`src/rtl/core/pc2rs_pkg.sv`:
```
package pc2rs_pkg;

	localparam int NUM_BINS_DEF = 523;
	localparam logic [12:0] EMPTY_RANGE = 13'd6600;
	localparam logic signed [21:0] WIN_LO_FX = -22'sd1647100;
	localparam logic signed [21:0] WIN_HI_FX = 22'sd1640665;
	localparam logic signed [21:0] NEG_QUARTER = -22'sd1647099;
	localparam logic [6:0] BIN_NUM = 7'd125;
	// Reciprocal of three in 2^-17 units, used after the shift by 2^18.
	localparam logic [15:0] RECIP3 = 16'd43691;
	localparam int CORDIC_STEPS = 20;
	localparam int SQRT_STEPS = 16;

	localparam logic [1:0] CFG_MIN_HEIGHT = 2'd0;
	localparam logic [1:0] CFG_MAX_HEIGHT = 2'd1;

	// Codes on the operation field of a request.
	localparam logic OP_ACCUM = 1'b0;
	localparam logic OP_READ  = 1'b1;

	// Commands from the controller to the datapath.
	typedef struct packed {
		logic       load;
		logic       cordic_step;
		logic [4:0] iter;
		logic       scale;
		logic       divide;
		logic       lookup;
		logic       update;
		logic       rd_read;
		logic       reply;
		logic       clear_wr;
	} cmd_t;

	// Status from the datapath to the controller.
	typedef struct packed {
		logic drop;
		logic out_busy;
	} status_t;

	function automatic logic signed [21:0] atan_entry(input logic [4:0] i);
		logic signed [21:0] r;
		case (i)
			5'd0: r = 22'sd823550;
			5'd1: r = 22'sd486170;
			5'd2: r = 22'sd256879;
			5'd3: r = 22'sd130396;
			5'd4: r = 22'sd65451;
			5'd5: r = 22'sd32757;
			5'd6: r = 22'sd16383;
			5'd7: r = 22'sd8192;
			5'd8: r = 22'sd4096;
			5'd9: r = 22'sd2048;
			5'd10: r = 22'sd1024;
			5'd11: r = 22'sd512;
			5'd12: r = 22'sd256;
			5'd13: r = 22'sd128;
			5'd14: r = 22'sd64;
			5'd15: r = 22'sd32;
			5'd16: r = 22'sd16;
			5'd17: r = 22'sd8;
			5'd18: r = 22'sd4;
			5'd19: r = 22'sd2;
			default: r = 22'sd0;
		endcase
		return r;
	endfunction

endpackage

```
`src/rtl/core/pc2rs_ctrl.sv`:
```
module pc2rs_ctrl #(
	parameter int NUM_BINS = pc2rs_pkg::NUM_BINS_DEF
) (
	input  logic                        clk,
	input  logic                        arst_n,
	input  logic                        in_valid,
	input  logic                        operation,
	input  pc2rs_pkg::status_t          status,
	output logic                        in_stall,
	output pc2rs_pkg::cmd_t             cmd,
	output logic [$clog2(NUM_BINS)-1:0] clr_addr
);

	localparam int AW = $clog2(NUM_BINS);

	typedef enum logic [3:0] {
		ST_CLEAR, ST_IDLE, ST_CORDIC, ST_SCALE, ST_DIVIDE, ST_LOOKUP, ST_UPDATE,
		ST_READ, ST_REPLY
	} state_t;

	state_t     state_q;
	logic [4:0] iter_q;
	logic [AW-1:0] clr_q;
	logic       accept;

	assign in_stall = (state_q != ST_IDLE);
	assign accept = in_valid && (state_q == ST_IDLE);
	assign clr_addr = clr_q;

	always_comb begin
		cmd = '0;
		cmd.load = accept;
		cmd.iter = iter_q;
		cmd.cordic_step = (state_q == ST_CORDIC);
		cmd.scale = (state_q == ST_SCALE);
		cmd.divide = (state_q == ST_DIVIDE);
		cmd.lookup = (state_q == ST_LOOKUP);
		cmd.update = (state_q == ST_UPDATE);
		cmd.rd_read = (state_q == ST_READ);
		cmd.reply = (state_q == ST_REPLY) && !status.out_busy;
		cmd.clear_wr = (state_q == ST_CLEAR);
	end

	always_ff @(posedge clk or negedge arst_n) begin
		if (!arst_n) begin
			state_q <= ST_CLEAR;
			iter_q <= '0;
			clr_q <= '0;
		end else begin
			unique case (state_q)
				ST_CLEAR: begin
					clr_q <= clr_q + AW'(1);
					if (clr_q == AW'(NUM_BINS - 1)) begin
						state_q <= ST_IDLE;
					end
				end
				ST_IDLE: begin
					iter_q <= '0;
					if (accept) begin
						if (operation == pc2rs_pkg::OP_READ) begin
							state_q <= ST_READ;
						end else if (!status.drop) begin
							state_q <= ST_CORDIC;
						end
					end
				end
				ST_CORDIC: begin
					iter_q <= iter_q + 5'd1;
					if (iter_q == 5'(pc2rs_pkg::CORDIC_STEPS - 1)) begin
						state_q <= ST_SCALE;
					end
				end
				ST_SCALE: state_q <= ST_DIVIDE;
				ST_DIVIDE: state_q <= ST_LOOKUP;
				ST_LOOKUP: state_q <= ST_UPDATE;
				ST_UPDATE: state_q <= ST_IDLE;
				ST_READ: state_q <= ST_REPLY;
				ST_REPLY: begin
					if (!status.out_busy) begin
						state_q <= ST_IDLE;
					end
				end
				default: state_q <= ST_IDLE;
			endcase
		end
	end

endmodule

```
`config.mk`:
```
export PLATFORM = sky130hd
export DESIGN_NAME = pc2rs_ctrl
export DESIGN_NICKNAME = d
export VERILOG_FILES = /design/src/rtl/core/pc2rs_pkg.sv /design/src/rtl/core/pc2rs_ctrl.sv
export SDC_FILE = /design/constraint.sdc
export NUM_CORES = 1
export LEC_CHECK = 0
export CORE_UTILIZATION = 60
export DETAILED_ROUTE_END_ITERATION = 7
export DONT_BUFFER_PORTS = 1
export GPL_ROUTABILITY_DRIVEN = 0
export GPL_TIMING_DRIVEN = 1
export PLACE_DENSITY = 0.83
export SETUP_SLACK_MARGIN = 0.4
export SYNTH_ARGS = -nofsm -noshare
export SYNTH_HDL_FRONTEND = slang
export SYNTH_SLANG_ARGS = --single-unit
```
`constraint.sdc`:
```
create_clock -name clk -period 3.2 [get_ports clk]
set_input_delay 0.32 -clock clk [delete_from_list [all_inputs] [get_ports clk]]
set_output_delay 0.32 -clock clk [all_outputs]
set_load 0.03 [all_outputs]
```
==> results of run 1 <==
[power by group through the flow]
| stage | sequential [mW] | clock, mW | combinational (mW) |
|---|---|---|---|
| after floorplan | 0.470 | 0 | 0.471 |
| after global placement | 0.543 | 0 | 0.425 |
| after global routing | 0.568 | 0.135 | 0.471 |
| final | 0.547 | 0.124 | 0.432 |
| after detailed placement | 0.553 | 0 | 0.427 |
| after CTS | 0.547 | 0.126 | 0.434 |
[registers in the layout (all words and copies together), names as in the netlist]
signal,count
clr_addr,10
iter_q,5
state_q,4
[cell families after synthesis]
logic type / after synthesis / synth area share, %
simple gates: 46 / 27.6
flops: 19 / 44.8
compound gates: 13 / 9.07
xor+xnor: 9 / 7.42
buf+inv: 8 / 5.18
fa+ha+maj: 3 / 3.53
mux: 2 / 2.47
[final timing paths]
kind | from | to | slack (ns) | depth (start not counted)
max | state_q[2] | cmd[13] | 0.72 | 2
min | in_valid | state_q[2] | 0.24 | 2
max in group asynchronous | arst_n | state_q[1] | 2.14 | 1
min reg2reg | state_q[3] | state_q[2] | 0.71 | 1
max reg2reg | state_q[2] | iter_q[2] | 1.17 | 4
min in group asynchronous | arst_n | clr_addr[6] | 0.55 | 1
[area by class of cell]
class,count,area (sq um)
flip-flops and latches,19,475
clock buffers,3,22.5
repair buffers,2,17.5
clock inverters,1,7.51
multi-input cells,73,532
fillers,116,494
well taps,16,20.0
inverters,2,7.51
[cell usage after synthesis, drive strengths merged]
master   n  area, sq um
and4     1         8.76
nor4     1         21.3
xnor2    9         78.8
or2b     1         7.51
nand2b   3         18.8
nor4b    3         41.3
or4b     1         10.0
ha       3         37.5
nand3    2         10.0
o21ai    6         30.0
dfrtp   19          475
inv      2         7.51
nand4    8         50.1
o31a     1         8.76
a21o     1         7.51
buf      6         47.5
a211oi   2         20.0
nor2     7         26.3
nor2b    3         18.8
or2      1         6.26
and3     2         12.5
nor3     4         20.0
mux2     2         26.3
a21oi    2         21.3
a22o     1         8.76
and2     3         18.8
nand2    6         22.5
[worst max-delay path: cells and delay by family, from the launching register on]
| family | cells | cell delay (ns) |
|---|---|---|
| and+or+nand+nor | 2 | 1.36 |
| DFF | 1 | 0.52 |
[placed cells by master (no fill, tap or decap), drive strengths merged, types with 2 or more instances in the layout]
cell	Yosys	routed
a21oi	2	2
nor2b	3	3
dfrtp	19	19
nor2	7	7
o21ai	6	6
clkbuf	0	3
a211oi	2	2
ha	3	3
nand3	2	2
inv	2	2
mux2	2	2
xnor2	9	9
and2	3	3
nand4	8	8
nand2b	3	3
nor4b	3	3
and3	2	2
nand2	6	6
nor3	4	4
[layer usage]
layer / vias to the layer above / share of wire [%]
li1: 356 / -
met1: 341 / 49
met2: 18 / 47
met3: 0 / 3.8
met4: 0 / 0
met5: - / 0
[stage by stage]
step	setup WS, ns	cells	utilization [%]	area, sq um	hold WS, ns
after floorplan	1.30	100	-	1060	0.0244
after global placement	1.04	111	66.1	1040	0.0247
after detailed placement	1.04	111	66.1	1040	0.0248
after CTS	0.713	116	68.7	1080	0.243
after global routing	0.620	116	68.7	1080	0.238
final	0.721	116	68.7	1080	0.243
[what timing repair did]
item,4_1_cts,5_1_grt
endpoints found under the hold margin,19,0
hold buffers,1,0
gates resized for setup,0,0
==> impl_results.md, run 1 <==
- Worst setup path class: flip-flop to output port
- Worst path arrival time: 2.16 ns
- Clock transition at path regs: about 0.11 ns
- GRT overflow: 0
- Initial antenna violation count: 0
- Final setup vio count: 0
- Internal: roughly 0.54 mW
- Rows: 14
- Fin. Hold Viols: 0
- Wire per inst: approximately 15 um
- Worst-skew pair later-pin latency: slightly below 0.3 ns
- Sequential Power Share: roughly half
- Count of cell types in the netlist: 33
- First-pass detailed-route iteration total: 6
- Flops & latches, synth: 19
- Chip Height: ~44 um
- Synth warn: 0
- P_leak: around 0.46 nW
- Failing checks: design-rule violations
- Global-route wire length before repair: 2.83 mm
- CTS max path bufs: 2
- Slowest-stage cell, CP: or4b_1
- CP max FO: 9
- Core region area: 1580 sq um
- Peak supply drop: 0.519 mV
- Die footprint: about 1900 sq um
- Setup Buffers After CTS: 0
- Post-DP HPWL: 1.28 mm
- Total GRT Usage: a little under a fifth
- Netlist Area Pre-Place: roughly 1100 sq um
- Layout area overhead: 1.88%
- Setup crit end kind: output port
- Mapped Nets: 109
- Post-DRT Antenna Nets: 0
- Met2 GRT Util: about 29%
- PortBufs: 0
- GRT Max-Usage Layer: met2
- Worst setup SP type: flip-flop
- Boundary Pins: 31
- Pwr dens: between 1000 and 1500 nW/um^2
- Hold Crit Class: primary input to flip-flop
- Max Clock Freq: 403 MHz
- Routed vias/inst: approximately 6.2
- Clk pwr share: roughly 11%
- Critical Path RT: ~2.9 ns
- Max incr delay on CP: about 0.83 ns
- Die width: 44.1 um
- Root buf cell: clkbuf_4
- Htree depth: 1
- Tcrit/Tclk final: 77.5%
- M3 GR Usage: ~4.9%
- Total CTS buffers: 3
- Share of cells above drive strength 1: a little under an eighth
- Largest net degree at the start of global routing: 20
- Power Total: 1.10 mW
- Grt met1 use: between 20% and 30%
- Residual DRC count: 3
- CTS Sinks: 19
- DRT Wirelength: 1.69 mm
- Final #Nets: 110
- Final Max Tran Viols: 0
- TritonCTS clock tree: done
- Vias: ~700
- Crit path time final: approximately 2.5 ns
- Starting Density: 67.4%
- Status: finished with violations
- Syn_area_per_cell: around 11 sq um
- Seq/Total Area, Yosys: between 40% and 50%
- Slew @ Worst Pin: between 0.9 and 1 ns
- Combinational share of power: about two fifths
- DR iter-0 viols: 10
- Ant diodes: 0
- Synth Instances: 100
- Slew margin rel.: a little over a third
- Crit path cell chain: or4b_1 > nor2_1
- Worst-case clock skew: about 0.0064 ns
- Max cap viols: 0
- Total negative slack: 0 ns
- Switching Share: 50.9%
- Unrepaired setup endpoints after global routing: no
- Vias in the first global route: ~670
- P_sw: 0.561 mW
(Power assumes the default switching activity.)
==> inputs of run 2 (changes only) <==
--- a/config.mk
+++ b/config.mk
@@ -5,12 +5,12 @@
 export SDC_FILE = /design/constraint.sdc
 export NUM_CORES = 1
 export LEC_CHECK = 0
-export CORE_UTILIZATION = 60
+export CORE_UTILIZATION = 55
 export DETAILED_ROUTE_END_ITERATION = 7
 export DONT_BUFFER_PORTS = 1
 export GPL_ROUTABILITY_DRIVEN = 0
 export GPL_TIMING_DRIVEN = 1
-export PLACE_DENSITY = 0.83
+export PLACE_DENSITY = 0.8
 export SETUP_SLACK_MARGIN = 0.4
 export SYNTH_ARGS = -nofsm -noshare
 export SYNTH_HDL_FRONTEND = slang
==> constraint.sdc (replaced) <==
create_clock -name clk -period 2.15 [get_ports clk]
set_input_delay 0.215 -clock clk [delete_from_list [all_inputs] [get_ports clk]]
set_output_delay 0.215 -clock clk [all_outputs]
set_load 0.03 [all_outputs]
==> impl_results.md, run 2 (synthesized netlist as in run 1, its figures left out) <==
- Unrepaired setup endpoints after global routing: yes
- GRT overflow: 0 (unchanged)
- Rows: 15 (+1)
- Post-DRT Antenna Nets: 0 (unchanged)
- Final setup vio count: 0 (unchanged)
- Largest net degree at the start of global routing: 20 (unchanged)
- Layout area overhead: 19.1%
- Most common cell after layout, fill and taps aside: dfrtp_1
- Fin. Hold Viols: 0 (unchanged)
- First-pass detailed-route iteration total: 5 (-1)
- Die width: 45.9 um (+4.2%)
- Final Max Tran Viols: 0 (unchanged)
- Bufs and invs on worst path: 2 (+2)
- Final #Nets: 128 (+16%)
- Total GRT Usage: 21.2% (+2.2 points)
- Worst-case clock skew: 0.0102 ns (+0.00380 ns)
- Critical Path RT: 1.93 ns (-0.95 ns)
- Wire per inst: 14.4 um (-1.2%)
- Routed vias/inst: 5.41 (-12%)
- Largest register FFs: 10 (unchanged)
- Reg2Reg Capture Point: clr_addr[7]
- Pwr dens: 1530 nW/um^2 (+50%)
- Fillers: 135 (+16%)
- Worst Hold End: state_q[0]
- PortBufs: 0 (unchanged)
- CP max FO: 2 (-7)
- Htree depth: 1 (unchanged)
- Hold Crit Start: status[0]
- Starting Density: 60.2% (-7.2 points)
- Crit path time final: ~1.8 ns
- Status: finished, final reports clean
- Worst setup SP type: flip-flop
- Crit path cell chain: or4b_4 > buf_6 > nor2_4 > buf_6
- DR iter-0 viols: 11 (+1)
- Worst reg2reg setup slack: 0.49 ns (-0.68 ns)
- CTS max path bufs: 2 (unchanged)
- Ant diodes: 0 (unchanged)
- Slew @ Worst Pin: 0.823 ns (-0.122 ns)
- Total CTS buffers: 3 (unchanged)
- Share of cells above drive strength 1: 30.5% (+19 points)
- Clock transition at path regs: 0.10 ns (about the same)
- DRT Wirelength: 2.06 mm (+22%)
- Max cap viols: 0 (unchanged)
- Worst-skew pair later-pin latency: 0.29 ns (about the same)
- Global-route wire length before repair: 3.16 mm (+12%)
- Worst path arrival time: 1.60 ns (-0.56 ns)
- Residual DRC count: 0 (-3)
- Worst setup path class: flip-flop to output port
- Initial antenna violation count: 0 (unchanged)
- Core region area: 1760 sq um (+12%)
- TritonCTS clock tree: done
- P_leak: 0.556 nW (+22%)
- Slew margin rel.: 45.0% (+8.4 points)
- Total negative slack: 0 ns (unchanged)
- Root buf cell: clkbuf_4
- Chip Height: 45.9 um (+4.2%)
- Critical path depth: 4 (+2)
- Peak supply drop: 1.03 mV (+99%)
- WHS Path Cells: 2 (unchanged)
- Setup crit end kind: output port
- Max incr delay on CP: 0.56 ns (-0.27 ns)
- Die footprint: 2110 sq um (+8.7%)
- Kind of cell adding the most delay to the critical path: simple AND/OR/NAND/NOR gates
- Slowest-stage cell, CP: or4b_4
- Commonest non-fill, non-tap cells in the layout: 19 x dfrtp_1, 16 x buf_4, 9 x xnor2_1
- Vias: 773 (+8.1%)
- Hold Crit Class: primary input to flip-flop
- Reg2reg path depth: 6 (+2)
- Max Clock Freq: ~550 MHz
- Critical Path Most Common Cell: buf_6
- RR Startpoint: state_q[2]
- Boundary Pins: 31 (unchanged)
- CTS Sinks: 19 (unchanged)
- Power Total: 1.93 mW (+75%)
- Tcrit/Tclk final: between 80% and 90%
- Vias in the first global route: 710 (+6.6%)
- Post-DP HPWL: 1.46 mm (+15%)
## run 2: power by group
group | switching (mW) | total, mW | leakage [nW] | internal, mW
sequential | 0.257 | 0.717 | 0.248 | 0.460
clock | 0.102 | 0.174 | 0.0150 | 0.0719
combinational | 0.555 | 1.04 | 0.294 | 0.484
total | 0.913 | 1.93 | 0.556 | 1.02
## run 2: repair_timing
action / CTS / global route
pin swaps: 2 / 3
setup buffers: 4 / 2
setup endpoints to repair: 6 / 7
hold buffers: 1 / 0
endpoints found under the hold margin: 19 / 0
resized for setup: 7 / 4
## run 2: how the worst max path moves through the flow
stage	start	to	slack [ns]
6_report	state_q[1]	cmd[13]	0.33
2_1_floorplan	state_q[0]	clr_addr[7]	0.26
3_5_place_dp	state_q[2]	cmd[13]	0.43
3_3_place_gp	state_q[3]	clr_addr[9]	0.48
4_1_cts	state_q[1]	cmd[13]	0.33
5_1_grt	state_q[1]	cmd[13]	0.30
## run 2: area by class of cell
type / count / area [sq um] / share of cell area, %
inverter: 2 / 7.51 / 0.593
sequential: 19 / 475 / 37.6
multi-input combinational: 73 / 561 / 44.3
tap: 25 / 31.3 / 2.47
clock buffer: 4 / 26.3 / 2.08
timing repair buffer: 20 / 164 / 13.0
## run 2: metrics by stage
step	setup WS [ns]	std cells	area [sq um]	utilization (%)	hold slack [ns]
6_report	0.331	143	1260	71.7	0.151
2_1_floorplan	0.258	100	1070	-	-0.0806
3_3_place_gp	0.475	132	1140	64.8	-0.0803
5_1_grt	0.299	143	1260	71.7	0.167
3_5_place_dp	0.429	132	1140	64.8	-0.0803
4_1_cts	0.332	141	1230	69.9	0.143
## run 2: routing by layer
metal  up-vias  routed length [um]  global-route usage (%)
met5         -                   0                       0
met2        20                 990                    34.1
met1       359                 964                    29.9
met3         2                  93                    3.17
li1        392                   -                       -
met4         0                  12                    5.29
